===== src/design/mbdd_pkg.sv =====
// shared types and constants of the bus datagram decoder
package mbdd_pkg;

    // datagram type bytes
    localparam logic [7:0] T_WIND_KEY  = 8'h86;
    localparam logic [7:0] T_PILOT     = 8'h84;
    localparam logic [7:0] T_STW       = 8'h20;
    localparam logic [7:0] T_DEPTH     = 8'h00;
    localparam logic [7:0] T_TRIP      = 8'h25;
    localparam logic [7:0] T_AWS       = 8'h11;
    localparam logic [7:0] T_AWA       = 8'h10;
    localparam logic [7:0] T_COG       = 8'h53;
    localparam logic [7:0] T_SOG       = 8'h52;
    localparam logic [7:0] T_NAV       = 8'h85;
    localparam logic [7:0] T_XTE       = 8'hAC;

    // key codes of the wind mode adjust datagram
    localparam logic [7:0] K_PLUS_1    = 8'h05;
    localparam logic [7:0] K_PLUS_10   = 8'h06;
    localparam logic [7:0] K_PLUS_90   = 8'h21;
    localparam logic [7:0] K_MINUS_1   = 8'h07;
    localparam logic [7:0] K_MINUS_10  = 8'h08;
    localparam logic [7:0] K_MINUS_90  = 8'h22;

    // pilot modes
    localparam logic [1:0] M_STANDBY   = 2'd0;
    localparam logic [1:0] M_AUTO      = 2'd1;
    localparam logic [1:0] M_WIND      = 2'd2;
    localparam logic [1:0] M_TRACK     = 2'd3;

    // quantity codes
    localparam logic [4:0] Q_MODE      = 5'd0;
    localparam logic [4:0] Q_DIR       = 5'd1;
    localparam logic [4:0] Q_RUDDER    = 5'd2;
    localparam logic [4:0] Q_HEADING   = 5'd3;
    localparam logic [4:0] Q_CTS       = 5'd4;
    localparam logic [4:0] Q_ALARM     = 5'd5;
    localparam logic [4:0] Q_STW       = 5'd6;
    localparam logic [4:0] Q_DEPTH     = 5'd7;
    localparam logic [4:0] Q_TRIP      = 5'd8;
    localparam logic [4:0] Q_AWS       = 5'd9;
    localparam logic [4:0] Q_AWA       = 5'd10;
    localparam logic [4:0] Q_COG       = 5'd11;
    localparam logic [4:0] Q_SOG       = 5'd12;
    localparam logic [4:0] Q_XTE_VALID = 5'd13;
    localparam logic [4:0] Q_BTW       = 5'd14;
    localparam logic [4:0] Q_BTW_VALID = 5'd15;
    localparam logic [4:0] Q_DTW       = 5'd16;
    localparam logic [4:0] Q_XTE       = 5'd17;
    localparam logic [4:0] Q_WTS       = 5'd18;

    localparam int FRAME_BYTES_DEF   = 18;
    localparam int AVERAGE_DEPTH_DEF = 5;

    localparam int EXP_W   = 5;   // datagram length, at most 18
    localparam int ANGLE_W = 15;  // one wind angle sample
    localparam int SUM_W   = 19;  // running sum of up to 16 samples
    localparam int WTS_W   = 17;  // signed wind angle to steer
    localparam int CNT_RW  = 3;   // results per datagram, at most 6

    // depth: round(raw * 3077 / 100) as ((raw * 3077 + 50) * DEP_M) >> DEP_S
    localparam int DEP_P_W = 28;
    localparam int DEP_S   = 35;
    localparam longint DEP_M = ((64'd1 << DEP_S) + 64'd99) / 64'd100;
    localparam int DEP_M_W = 29;

    typedef struct packed {
        logic [7:0] rx_byte;
        logic       command_bit;
    } t_in;

    typedef struct packed {
        logic [4:0]         quantity;
        logic signed [23:0] value;
        logic               last;
    } t_out;

    // everything the emitter needs for one completed datagram
    typedef struct packed {
        logic [4:0]                base;
        logic [CNT_RW-1:0]         count;
        logic [7:1][7:0]           b;
        logic [1:0]                mode;
        logic signed [WTS_W-1:0]   wts;
        logic [SUM_W-1:0]          wsum;
        logic [DEP_P_W-1:0]        depth_p;
        logic                      tev;
    } t_job;

endpackage


===== src/design/mbdd_framer.sv =====
// character framing, decoder state and per-datagram job capture
module mbdd_framer #(
    parameter int FRAME_BYTES   = mbdd_pkg::FRAME_BYTES_DEF,
    parameter int AVERAGE_DEPTH = mbdd_pkg::AVERAGE_DEPTH_DEF
) (
    input  logic          i_clk,
    input  logic          i_rst_n,
    input  logic          i_valid,
    output logic          o_stall,
    input  mbdd_pkg::t_in i_data,
    input  logic          i_job_free,
    output logic          o_job_valid,
    output mbdd_pkg::t_job o_job
);
    import mbdd_pkg::*;

    localparam int CNT_W = $clog2(FRAME_BYTES + 1);
    localparam int BIX_W = $clog2(FRAME_BYTES);
    localparam int RIX_W = (AVERAGE_DEPTH > 1) ? $clog2(AVERAGE_DEPTH) : 1;

    logic [7:0]               r_buf [FRAME_BYTES];
    logic [CNT_W-1:0]         r_count;
    logic [EXP_W-1:0]         r_exp;
    logic                     r_in_frame;
    logic [1:0]               r_mode;
    logic signed [WTS_W-1:0]  r_wts;
    logic [ANGLE_W-1:0]       r_lwa;
    logic [ANGLE_W-1:0]       r_ring [AVERAGE_DEPTH];
    logic [RIX_W-1:0]         r_ridx;
    logic [SUM_W-1:0]         r_sum;
    logic                     r_tev;

    logic [7:0]               w_b [8];
    logic [CNT_W-1:0]         w_next_cnt;
    logic                     w_room;
    logic                     w_completes;
    logic                     w_accept;
    logic                     w_emit;
    logic                     w_unknown;
    logic [1:0]               n_mode;
    logic signed [WTS_W-1:0]  n_wts;
    logic signed [WTS_W:0]    w_t;
    logic signed [WTS_W:0]    w_d;
    logic [ANGLE_W-1:0]       w_angle;
    logic [SUM_W-1:0]         n_sum;
    logic                     n_tev;
    logic [15:0]              w_raw;
    t_job                     w_job;

    assign w_next_cnt  = r_count + CNT_W'(1);
    assign w_room      = (r_count < CNT_W'(FRAME_BYTES));
    assign w_completes = !i_data.command_bit && r_in_frame && w_room
                         && (6'(w_next_cnt) == 6'(r_exp)) && (r_exp > EXP_W'(2));
    assign o_stall     = w_completes && !i_job_free;
    assign w_accept    = i_valid && !o_stall;

    // buffer as it stands once the incoming byte is written
    always_comb begin
        for (int k = 0; k < 8; k++) begin
            w_b[k] = (r_count == CNT_W'(k)) ? i_data.rx_byte : r_buf[k];
        end
    end

    assign w_angle = {w_b[2], w_b[3][7:1]};
    assign w_raw   = {w_b[4], w_b[3]};

    always_comb begin
        n_mode    = r_mode;
        n_wts     = r_wts;
        n_sum     = r_sum;
        n_tev     = r_tev;
        w_emit    = 1'b1;
        w_unknown = 1'b0;
        w_d       = '0;
        w_t       = '0;
        w_job         = '0;
        w_job.base    = Q_MODE;
        w_job.count   = CNT_RW'(1);
        unique case (w_b[0])
            T_WIND_KEY: begin
                w_job.base = Q_WTS;
                if (r_mode == M_WIND) begin
                    case (w_b[2])
                        K_PLUS_1:   w_d = (WTS_W+1)'(1);
                        K_PLUS_10:  w_d = (WTS_W+1)'(10);
                        K_PLUS_90:  w_d = (WTS_W+1)'(90);
                        K_MINUS_1:  w_d = -(WTS_W+1)'(1);
                        K_MINUS_10: w_d = -(WTS_W+1)'(10);
                        K_MINUS_90: w_d = -(WTS_W+1)'(90);
                        default:    w_d = '0;
                    endcase
                    w_t = (WTS_W+1)'(r_wts) + w_d;
                    if (w_t > (WTS_W+1)'(360)) w_t = w_t - (WTS_W+1)'(360);
                    if (w_t < 0) w_t = w_t + (WTS_W+1)'(360);
                    n_wts = WTS_W'(w_t);
                end
            end
            T_PILOT: begin
                w_job.count = CNT_RW'(6);
                if (!w_b[4][1])     n_mode = M_STANDBY;
                else if (w_b[4][2]) n_mode = M_WIND;
                else if (w_b[4][3]) n_mode = M_TRACK;
                else                n_mode = M_AUTO;
                if (n_mode == M_WIND && r_mode != M_WIND) begin
                    n_wts = WTS_W'(r_lwa);
                end
            end
            T_STW:   w_job.base = Q_STW;
            T_DEPTH: w_job.base = Q_DEPTH;
            T_TRIP:  w_job.base = Q_TRIP;
            T_AWS:   w_job.base = Q_AWS;
            T_AWA: begin
                w_job.base = Q_AWA;
                // running sum: drop the overwritten sample, add the new one
                n_sum = r_sum - SUM_W'(r_ring[r_ridx]) + SUM_W'(w_angle);
            end
            T_COG: w_job.base = Q_COG;
            T_SOG: w_job.base = Q_SOG;
            T_NAV: begin
                w_job.base  = Q_XTE_VALID;
                w_job.count = CNT_RW'(4);
                n_tev       = w_b[6][0];
            end
            T_XTE: begin
                w_job.base = Q_XTE;
                w_emit     = r_tev;
            end
            default: begin
                w_emit    = 1'b0;
                w_unknown = 1'b1;
            end
        endcase
        for (int k = 1; k < 8; k++) begin
            w_job.b[k] = w_b[k];
        end
        w_job.mode    = n_mode;
        w_job.wts     = n_wts;
        w_job.wsum    = n_sum;
        w_job.depth_p = DEP_P_W'(w_raw) * DEP_P_W'(3077) + DEP_P_W'(50);
        w_job.tev     = n_tev;
    end

    assign o_job_valid = w_accept && w_completes && w_emit;
    assign o_job       = w_job;

    always_ff @(posedge i_clk) begin
        if (!i_rst_n) begin
            for (int k = 0; k < FRAME_BYTES; k++) r_buf[k] <= '0;
            for (int k = 0; k < AVERAGE_DEPTH; k++) r_ring[k] <= '0;
            r_count    <= '0;
            r_exp      <= '0;
            r_in_frame <= 1'b0;
            r_mode     <= M_STANDBY;
            r_wts      <= '0;
            r_lwa      <= '0;
            r_ridx     <= '0;
            r_sum      <= '0;
            r_tev      <= 1'b0;
        end else if (w_accept) begin
            if (i_data.command_bit) begin
                r_buf[0]   <= i_data.rx_byte;
                r_count    <= CNT_W'(1);
                r_exp      <= '0;
                r_in_frame <= 1'b1;
            end else if (r_in_frame && w_room) begin
                r_buf[r_count[BIX_W-1:0]] <= i_data.rx_byte;
                r_count <= w_next_cnt;
                if (r_count == CNT_W'(1)) begin
                    r_exp <= EXP_W'(i_data.rx_byte[3:0]) + EXP_W'(3);
                end
                if (w_completes) begin
                    r_count    <= '0;
                    r_exp      <= '0;
                    r_in_frame <= 1'b0;
                    r_mode     <= n_mode;
                    r_wts      <= n_wts;
                    r_tev      <= n_tev;
                    if (w_b[0] == T_AWA) begin
                        r_lwa          <= w_angle;
                        r_ring[r_ridx] <= w_angle;
                        r_sum          <= n_sum;
                        r_ridx <= (r_ridx == RIX_W'(AVERAGE_DEPTH - 1)) ? '0
                                  : r_ridx + RIX_W'(1);
                    end
                    if (w_unknown) begin
                        for (int k = 0; k < FRAME_BYTES; k++) begin
                            if (6'(k) < 6'(w_next_cnt)) r_buf[k] <= '0;
                        end
                    end
                end
            end
        end
    end

    a_stall_only_on_end: assert property (@(posedge i_clk) disable iff (!i_rst_n)
        o_stall |-> (r_in_frame && !i_data.command_bit))
        else $error("stall raised on a byte that cannot end a datagram");
    a_count_in_range: assert property (@(posedge i_clk) disable iff (!i_rst_n)
        r_count <= CNT_W'(FRAME_BYTES))
        else $error("byte count past the buffer");
    a_frame_resets: assert property (@(posedge i_clk) disable iff (!i_rst_n)
        (w_accept && w_completes) |=> (!r_in_frame && r_count == '0))
        else $error("framer did not return to idle after a datagram");

endmodule


===== config.mk =====
export PLATFORM = sky130hd
export DESIGN_NAME = mbdd_framer
export DESIGN_NICKNAME = d
export VERILOG_FILES = /design/src/design/mbdd_pkg.sv /design/src/design/mbdd_framer.sv
export SDC_FILE = /design/constraint.sdc
export NUM_CORES = 1
export LEC_CHECK = 0
export BUFFER_PORTS_ARGS = -buffer_cell sky130_fd_sc_hd__buf_2
export CORE_AREA = 2 2 198 200
export DETAILED_ROUTE_END_ITERATION = 7
export DIE_AREA = 0 0 200 202
export PLACE_DENSITY = 0.76
export SLEW_MARGIN = 5
export SYNTH_ARGS = -nofsm -noshare
export SYNTH_HDL_FRONTEND = slang
export SYNTH_SLANG_ARGS = --single-unit

===== constraint.sdc =====
create_clock -name i_clk -period 9.62 [get_ports i_clk]
set_clock_uncertainty 0.2 [all_clocks]
set_input_delay 1.443 -clock i_clk [delete_from_list [all_inputs] [get_ports i_clk]]
set_output_delay 1.443 -clock i_clk [all_outputs]
set_load 0.01 [all_outputs]

==> flow_metrics.tcl, run 1 <==
set metrics [dict create \
    combPwrFrac_pct 17.3 \
    crit_type "reg2out" \
    nNetsFinal 2171 \
    avgViaCountPerCell 5.79 \
    area_delta_synth_final_pct 12.2 \
    slowest_stage "a311o_1" \
    ys_types 99 \
    syn_area_sq_mm 0.0182 \
    cts_tree "yes" \
    ff2ff_path_depth 28 \
    synth.yosys.seq_area_share_pct 38.2 \
    numCtsBuffers 29 \
    synth_cells 1827 \
    dp_cells 2434 \
    vias 14437 \
    slowest_delay_ns 0.50 \
    port_buffers 145 \
    hold_viol_final 0 \
    drtAntennaViolNets 0 \
    grt_max_degree 44 \
    p_sw_share_pct 27.2 \
    fin_crit_ns 8.84 \
    ys_seq_elements 255 \
    seq_power_share_pct 43.1 \
    hpwl_um 35900 \
    dp_slack_ns 0.958 \
    drt_iter0_drc 1414 \
    p_switching_mw 0.760 \
    ys.flop_type "edfxtp_1" \
    status "finished with violations" \
    grt_use_total_pct 24.7 \
    grt_pass1_vias 14322 \
    top_layer "met4" \
    holdBufCountCts 0 \
    r2r_slack_ns 2.72 \
    synth.avg_cell_area_sq_um 9.95 \
    core_area_sq_mm 0.0383 \
    gp_congestion 0.910 \
    drc_errors 1 \
    die_h_um 202 \
    grt_pass1_wl_um 78100 \
    yosys_warnings 0 \
    max_slew.worst_pin.slew_ns 1.24 \
    h-tree-depth 1 \
    cts_root_buffer "clkbuf_16" \
    min_path_cells 2 \
    io_pins 146 \
    start_util_pct 47.5 \
    routedWlPerCell_um 19.9 \
    report.final.slew_viol_count 0 \
    leakagePower_nw 8.86 \
    violations "DRC" \
    worstPathArrival_ns 7.20 \
    intPower_mw 2.04 \
    clock_path_buffers 3 \
    gr-total-overflow 0 \
    firstDrtPassIters 8 \
    die_w_um 200 \
    min_period_over_period_pct 91.9 \
    setup_slack_ns 0.781 \
    routed-wl-met3_um 4450 \
    crit_required_ns 7.98 \
    critPathLaunchType "flop" \
    setup_viol 0 \
    die-area_sq_mm 0.0404 \
    p_clk_share_pct 39.6 \
    max_clock_freq_mhz 113 \
    totalWireLength_um 49600 \
    irDropWorstVdd_mv 0.144 \
    r2r-start "r_count[2]" \
    endpoint_kind "primary output" \
    met1Wirelength_um 20500 \
    drive_above_1_share_pct 18.8 \
    n_antenna_cell 0 \
    cts_num_sinks 255 \
    slew-limit-headroom_pct 17.3 \
    clk_latency_ns 0.56 \
    cp_max_fo 13 \
    cap_violations 0 \
    synth_edf_count 184 \
    cp_common_cell "inv_1" \
    rsz0062_at_grt "no" \
    tns_ns 0 \
    antenna_found_initial 0 \
    min_from "r_sum[14]" \
    worst_hold_path_type "reg2reg" \
    met2_length_um 22700 \
    cellPowerDensity_mw_per_mm2 137 \
    rr_endpoint "r_wts[7]" \
    clkSlewWorstSetupHoldPaths_ns 0.06 \
    synth_nets 2047 \
    row_count 72 \
    hold_end "r_sum[14]" \
    synthArstFlopShare_pct 0 \
    finalNonFillerCells 2492 \
]
## power by group through the flow
stage	clock, mW	combinational (mW)	sequential, mW
3_5_place_dp	0	0.474	1.23
2_1_floorplan	0	0.336	1.23
3_3_place_gp	0	0.462	1.23
6_report	1.11	0.484	1.21
5_1_grt	1.15	0.536	1.21
4_1_cts	1.11	0.479	1.21
## cell type report
type | count | area [sq um]
Fill cell | 3323 | 17900
Inverter | 140 | 526
Multi-Input combinational cell | 1344 | 10300
Timing Repair Buffer | 181 | 996
Clock inverter | 15 | 141
Sequential cell | 255 | 6950
Clock buffer | 39 | 813
Tap cell | 518 | 648
## worst max-delay path by stage
| stage | end | start | cells past startpoint |
|---|---|---|---|
| after floorplan | o_job[61] | i_data[4] | 26 |
| after global placement | o_job[61] | i_data[4] | 27 |
| after detailed placement | o_job[57] | i_data[4] | 27 |
| after CTS | o_job[57] | r_count[2] | 28 |
| after global routing | o_job[61] | r_count[2] | 30 |
| final | o_job[61] | r_count[2] | 29 |
## synthesized netlist by cell type, types with 7 or more instances
cell type | n | area [sq um]
nand2b_1 | 11 | 68.8
mux2_2 | 52 | 586
nand2_1 | 147 | 552
xor2_1 | 26 | 228
and3_1 | 12 | 75.1
fa_1 | 26 | 521
dfxtp_1 | 71 | 1420
o21ai_0 | 74 | 370
mux2i_1 | 26 | 260
nor2_1 | 202 | 758
xnor2_1 | 55 | 482
o22ai_1 | 10 | 62.6
mux4_2 | 30 | 676
ha_1 | 181 | 2260
edfxtp_1 | 184 | 5530
inv_1 | 140 | 526
nor2b_1 | 9 | 56.3
o21a_1 | 17 | 128
a211oi_1 | 27 | 203
a22oi_1 | 8 | 60.1
nor3b_1 | 7 | 52.6
clkbuf_1 | 64 | 240
a21o_1 | 16 | 120
or2_2 | 9 | 56.3
a31oi_1 | 9 | 56.3
o21bai_1 | 7 | 52.6
and2_1 | 63 | 394
nand3_1 | 30 | 150
a222oi_1 | 8 | 80.1
o31ai_1 | 7 | 52.6
a21oi_1 | 92 | 460
nor3_1 | 62 | 310
buf_1 | 8 | 30.0
## critical path: cells and delay by family, from the launching register on
family	cells	cell delay (ns)
compound gates	10	2.52
xor+xnor	2	0.22
fa+ha+maj	2	0.53
buf+inv	6	0.94
flops	1	0.41
mux	1	0.42
simple gates	8	1.58
## stage by stage
| stage | utilization [%] | power [mW] | instance area, sq um | hold WS, ns |
|---|---|---|---|---|
| finish | 53.3 | 2.80 | 20400 | 0.271 |
| detailed placement | 50.7 | 1.71 | 19400 | 0.259 |
| floorplan | - | 1.56 | 18200 | 0.239 |
| global route | 53.3 | 2.90 | 20400 | 0.295 |
| CTS | 53.2 | 2.80 | 20400 | 0.270 |
| global placement | 50.7 | 1.69 | 19400 | 0.249 |
## sequential cells by signal (all words and copies together) (netlist names), named ones only
signal / count
r_ring: 120
r_buf: 64
r_sum: 19
r_wts: 17
r_lwa: 15
r_count: 5
r_exp: 5
r_ridx: 3
r_mode: 2
r_in_frame: 1
r_tev: 1
## timing repair
action,in CTS,in global routing
setup endpoints to repair,0,6
gates resized for setup,0,1
buffers inserted,0,4
## layer usage
layer  global-route usage [%]  up-vias
met3                     4.81      132
met5                        0        -
li1                         -     6786
met4                     9.89        0
met2                     40.0      620
met1                     32.5     6899
## layout by cell type (no fill, tap or decap), drive strengths merged, types with 10 or more instances in the layout
cell type    n
nand2b      11
a21o        21
nand3       30
o21ai       86
nor2       205
o21a        18
a21oi       93
a211oi      32
xnor2       56
and3        13
buf        181
inv        142
mux4        30
or2         10
edfxtp     184
nor3        63
mux2i       26
ha         181
o22ai       10
fa          26
clkbuf      39
mux2        52
nand2      148
xor2        26
dfxtp       71
and2        66
## cells by family after synthesis
group           synth area share [%]
simple gates                    15.8
compound gates                  13.1
flops                           38.2
buf+inv                         5.17
fa+ha+maj                       15.3
mux                             8.37
xor+xnor                        3.99
No activity file was read; power rests on OpenSTA's default activity.
==> run 2: changes to the inputs <==
--- a/config.mk
+++ b/config.mk
@@ -6,10 +6,12 @@
 export NUM_CORES = 1
 export LEC_CHECK = 0
 export BUFFER_PORTS_ARGS = -buffer_cell sky130_fd_sc_hd__buf_2
-export CORE_AREA = 2 2 198 200
+export CELL_PAD_IN_SITES_DETAIL_PLACEMENT = 1
+export CELL_PAD_IN_SITES_GLOBAL_PLACEMENT = 2
+export CORE_AREA = 2 2 217 219
 export DETAILED_ROUTE_END_ITERATION = 7
-export DIE_AREA = 0 0 200 202
-export PLACE_DENSITY = 0.76
+export DIE_AREA = 0 0 219 221
+export PLACE_DENSITY = 0.91
 export SLEW_MARGIN = 5
 export SYNTH_ARGS = -nofsm -noshare
 export SYNTH_HDL_FRONTEND = slang
==> run 2 against run 1 <==
  * The flow now finishes without violations
  * Global-route usage fell by 1.2 points
  * Final cell count up 4.2%
  * Maximum frequency is 1.9% lower
  * Utilization down 8.2 points
  * Register-to-register slack got worse by 0.11 ns
  * Combinational power is 2% higher
  * Count of clock-buffer cells in the layout decreased by 1
  * Design area increased by 1.7%
  * Routed wire length rose by 15%
  * Power up 4.4%
  * Sequential share of layout area shrank 0.56 points
  * First-iteration DRC count shrank 35%
==> flow_metrics.tcl, run 2 (synthesis gave the netlist of run 1 again) <==
set metrics [dict create \
    hpwl_um 42200 \
    grt_pass1_vias 15756 \
    vias 14714 \
    worstPathArrival_ns 7.37 \
    cellPowerDensity_mw_per_mm2 141 \
    io_pins 146 \
    top_register "r_ring" \
    grt_pass1_wl_um 89400 \
    final_cell_mix "nor2_1, edfxtp_1, ha_1, nand2_1, buf_2" \
    hold_viol_final 0 \
    grt_max_degree 46 \
    die_h_um 221 \
    multi_input_area_sq_mm 0.0103 \
    core_area_sq_mm 0.0461 \
    leakagePower_nw 8.98 \
    row_count 79 \
    antenna_found_initial 0 \
    n_antenna_cell 0 \
    crit_type "reg2out" \
    tns_ns 0 \
    worst_hold_path_type "reg2reg" \
    largest_reg_flops 120 \
    final_common_cell "nor2_1" \
    die-area_sq_mm 0.0484 \
    area_delta_synth_final_pct 14.1 \
    cap_violations 0 \
    port_buffers 145 \
    max_slew.worst_pin.slew_ns 1.11 \
    reg.largest.list "r_ring x120, r_buf x64, r_sum x19" \
    numCtsBuffers 30 \
    cts_num_sinks 255 \
    slowest_delay_ns 0.49 \
    cp_top_family "compound AO/OA/AOI/OAI gates" \
    slowest_stage "fa_1" \
    gr-total-overflow 0 \
    setup_viol 0 \
    crit_required_ns 7.98 \
    seq_area_sq_mm 0.00695 \
    clkSlewWorstSetupHoldPaths_ns 0.06 \
    avgViaCountPerCell 5.67 \
    max_clock_freq_mhz 111 \
    critPathLaunchType "flop" \
    dp_cells 2538 \
    rsz0062_at_grt "no" \
    drtAntennaViolNets 0 \
    routedWlPerCell_um 22.0 \
    nNetsFinal 2185 \
    report.final.slew_viol_count 0 \
    gp_congestion 0.865 \
    drive_above_1_share_pct 19.8 \
    finalNonFillerCells 2596 \
    clk_latency_ns 0.58 \
    drc_errors 0 \
    drt_iter0_drc 915 \
    status "finished, final reports clean" \
    totalWireLength_um 57100 \
    cts_tree "yes" \
    final_core_util_pct 45.0 \
    endpoint_kind "primary output" \
    slew-limit-headroom_pct 25.1 \
    min_period_over_period_pct 93.6 \
    irDropWorstVdd_mv 0.122 \
    cts_root_buffer "clkbuf_16" \
    cp_max_fo 12 \
    fin_crit_ns 9.01 \
    firstDrtPassIters 5 \
    die_w_um 219 \
    path_buf_inv 6 \
    grt_use_total_pct 23.5 \
    start_util_pct 39.5 \
    h-tree-depth 1 \
    fill_cells 5247 \
    clock_path_buffers 3 \
    totalPowerFinal_mw 2.92 \
]
[run 2: cell count changes in the layout (fill, tap and decap cells not counted), sizes merged]
cell,before,now
buf,181,194
inv,142,144
clkbuf,39,38
clkinv,9,10
[run 2: worst register-to-register path, stage by stage, from the launching register on]
cell and delay [ns]:
dfxtp_1 0.45, nor3_4 0.35, nand2_1 0.30, buf_4 0.27
mux2i_1 0.36, buf_4 0.28, nor2_1 0.08, and3_1 0.18
o21ai_0 0.20, a21oi_1 0.17, fa_1 0.49, a211oi_2 0.37
o21ai_2 0.17, a21boi_2 0.20, a2111oi_0 0.13, a211o_2 0.31
a211o_4 0.37, o31ai_4 0.29, buf_12 0.17, xnor2_1 0.16
inv_1 0.08, ha_1 0.20, a31oi_1 0.24, o21ai_2 0.16
nand2_1 0.13, xor2_1 0.07, a222oi_1 0.39, a211oi_1 0.12
[run 2: repair_timing]
action                                  4_1_cts  5_1_grt
endpoints found under the setup margin        4       11
cloned                                        0        0
hold buffers                                  0        0
pin swaps                                     0        1
gates resized for setup                       1        2
buffers inserted                              0        2
[run 2: area by class of cell]
class,count,share of cell area [%]
repair buffers,194,5.33
inverters,140,2.53
flip-flops and latches,255,33.5
well taps,607,3.66
clock buffers,38,4.34
multi-input cells,1344,49.8
clock inverters,18,0.857
[run 2: layer usage]
layer / part of all wire [%] / global-route usage (%) / wire length [um]
met5: 0 / 0 / 0
met2: 49 / 40.4 / 27800
met3: 5.5 / 3.89 / 3150
met1: 42 / 29.5 / 24100
met4: 3.5 / 8.61 / 2020
[run 2: worst paths after layout]
kind / startpoint / to / slack (ns) / cells past startpoint
worst max-delay path: r_count[2] / o_job[61] / 0.61 / 28
worst min-delay path: r_sum[14] / r_sum[14] / 0.27 / 2
worst max register to register: r_count[2] / r_wts[13] / 2.61 / 27
worst min register to register: r_sum[14] / r_sum[14] / 0.27 / 2
[run 2: through the flow]
stage               worst slack [ns]  hold WS, ns  cell area (sq um)
floorplan                       1.51        0.239              18200
global placement               0.619        0.250              19600
detailed placement             0.465        0.265              19600
CTS                            0.194        0.276              20700
global route                  0.0324        0.294              20700
finish                         0.612        0.273              20700
[run 2: power by group]
group | internal, mW | total, mW | switching, mW | leakage (nW)
sequential | 1.20 | 1.21 | 0.0101 | 2.39
clock | 0.722 | 1.22 | 0.495 | 0.531
combinational | 0.195 | 0.496 | 0.301 | 6.06
total | 2.12 | 2.92 | 0.806 | 8.98
==> run 3: changes to the inputs <==
--- a/config.mk
+++ b/config.mk
@@ -8,10 +8,10 @@
 export BUFFER_PORTS_ARGS = -buffer_cell sky130_fd_sc_hd__buf_2
 export CELL_PAD_IN_SITES_DETAIL_PLACEMENT = 1
 export CELL_PAD_IN_SITES_GLOBAL_PLACEMENT = 2
-export CORE_AREA = 2 2 217 219
+export CORE_AREA = 5 5 220 222
 export DETAILED_ROUTE_END_ITERATION = 7
-export DIE_AREA = 0 0 219 221
-export PLACE_DENSITY = 0.91
+export DIE_AREA = 0 0 225 227
+export PLACE_DENSITY_LB_ADDON = 0.08
 export SLEW_MARGIN = 5
 export SYNTH_ARGS = -nofsm -noshare
 export SYNTH_HDL_FRONTEND = slang
==> run 3 against run 2 <==
  * Flip-flop and latch count did not move
  * Count of clock-buffer cells in the layout decreased by 6
  * Final cell count fell by 0.23%
  * Critical path depth unchanged
  * Sequential share of layout area grew 0.23 points
  * Sequential power hardly changed
  * Worst hold slack worse by 0.0050 ns
  * Setup slack got worse by 0.076 ns
  * Maximum frequency down 0.84%
  * Global-route usage is 2.0 points lower
  * Design area decreased by 0.71%
  * Critical endpoint unchanged
==> flow_metrics.tcl, run 3 (synthesis gave the netlist of run 1 again) <==
set metrics [dict create \
    cp_max_fo 12 \
    crit_path_start "r_count[0]" \
    grt_max_degree 64 \
    slowest_delay_ns 0.59 \
    grt_use_total_pct 21.5 \
    avgViaCountPerCell 5.45 \
    grt_pass1_vias 14969 \
    fin_crit_ns 9.08 \
    drc_errors 0 \
    dpl_cell_area_sq_mm 0.0196 \
    worstPathArrival_ns 7.44 \
    totalWireLength_um 55700 \
    clkSlewWorstSetupHoldPaths_ns 0.06 \
    r2r_slack_ns 2.51 \
    drive_above_1_share_pct 19.0 \
    totalPowerFinal_mw 2.82 \
    numCtsBuffers 30 \
    top_register "r_ring" \
    vias 14105 \
    cp_top_family "compound AO/OA/AOI/OAI gates" \
    min_period_over_period_pct 94.4 \
    routedWlPerCell_um 21.5 \
    path_buf_inv 5 \
    final_cell_mix "nor2_1, edfxtp_1, ha_1, nand2_1, buf_2" \
    crit_required_ns 7.98 \
    setup_viol 0 \
    h-tree-depth 1 \
    worst_hold_path_type "reg2reg" \
    antenna_found_initial 2 \
    firstDrtPassIters 5 \
    crit_end "o_job[61]" \
    endpoint_kind "primary output" \
    rsz0062_at_grt "no" \
    n_antenna_cell 0 \
    irDropWorstVdd_mv 0.136 \
    hpwl_um 41400 \
    tns_ns 0 \
    r2r-start "r_count[0]" \
    final_common_cell "nor2_1" \
    crit_type "reg2out" \
    cp_common_cell "inv_1" \
    slew-limit-headroom_pct 22.4 \
    max_slew.worst_pin.slew_ns 1.15 \
    fill_cells 5177 \
    cap_violations 0 \
    gr-total-overflow 0 \
    cellPowerDensity_mw_per_mm2 137 \
    cts_root_buffer "clkbuf_16" \
    rr_endpoint "r_wts[13]" \
    report.final.slew_viol_count 0 \
    drtAntennaViolNets 0 \
    row_count 79 \
    core_area_sq_mm 0.0462 \
    final_area_sq_mm 0.0206 \
    reg.largest.list "r_ring x120, r_buf x64, r_sum x19" \
    cts_tree "yes" \
    die_h_um 227 \
    grt_pass1_wl_um 86800 \
    ff2ff_path_depth 27 \
    nNetsFinal 2181 \
    holdBufCountCts 0 \
    largest_reg_flops 120 \
    drt_iter0_drc 821 \
    clock_path_buffers 3 \
    gp_congestion 0.870 \
    area_delta_synth_final_pct 13.3 \
    final_core_util_pct 44.6 \
    io_pins 146 \
    cp.depth 28 \
    leakagePower_nw 8.90 \
    critPathLaunchType "flop" \
    cts_num_sinks 255 \
    die-area_sq_mm 0.0511 \
    status "finished, final reports clean" \
    start_util_pct 39.4 \
    die_w_um 225 \
    hold_viol_final 0 \
    max_clock_freq_mhz 110 \
    slowest_stage "o31ai_4" \
    clk_latency_ns 0.58 \
    port_buffers 145 \
]
run 3: layout make-up:
type | count | area [sq um] | area share [%]
clock buffer | 32 | 758 | 3.68
clock inverter | 22 | 209 | 1.01
inverter | 140 | 526 | 2.55
multi-input combinational | 1344 | 10300 | 50.2
sequential | 255 | 6950 | 33.7
tap | 607 | 759 | 3.69
timing repair buffer | 190 | 1060 | 5.16
run 3: how the worst min path moves through the flow:
stage | from | depth (start not counted) | to | slack (ns)
5_1_grt | r_sum[14] | 2 | r_sum[14] | 0.29
3_5_place_dp | r_sum[6] | 2 | r_sum[6] | 0.26
2_1_floorplan | r_sum[6] | 2 | r_sum[6] | 0.24
3_3_place_gp | r_sum[17] | 2 | r_sum[17] | 0.25
4_1_cts | r_sum[6] | 2 | r_sum[6] | 0.27
6_report | r_sum[6] | 2 | r_sum[6] | 0.27
run 3: power breakdown:
| part | internal (mW) | total (mW) | switching, mW | leakage (nW) |
|---|---|---|---|---|
| clock | 0.652 | 1.13 | 0.479 | 0.469 |
| sequential | 1.20 | 1.21 | 0.00843 | 2.39 |
| combinational | 0.191 | 0.485 | 0.294 | 6.04 |
run 3: worst reg2reg max path: cells and delay by family (launching register included):
| family | cells | cell delay [ns] |
|---|---|---|
| simple gates | 6 | 1.29 |
| xor+xnor | 3 | 0.65 |
| mux | 1 | 0.47 |
| buf+inv | 3 | 0.45 |
| fa+ha+maj | 3 | 0.88 |
| flops | 1 | 0.34 |
| compound gates | 11 | 2.69 |
run 3: stage by stage:
stage,hold slack (ns),worst slack (ns),instances
2_1_floorplan,0.239,1.51,1827
3_3_place_gp,0.250,0.358,2536
3_5_place_dp,0.264,0.232,2536
4_1_cts,0.272,0.0687,2590
5_1_grt,0.294,0.0327,2590
6_report,0.267,0.536,2590
run 3: what timing repair did:
item                                    4_1_cts  5_1_grt
resized for setup                             0        2
hold endpoints to repair                      0        0
endpoints found under the setup margin        0       12
setup buffers                                 0        0
run 3: per-layer routing:
metal	global-route usage (%)	share of wire, %	vias up
met5	0	0.013	-
met4	4.60	2.1	2
met3	2.62	3.8	56
met2	37.3	49	235
met1	29.2	46	7020
li1	-	-	6792
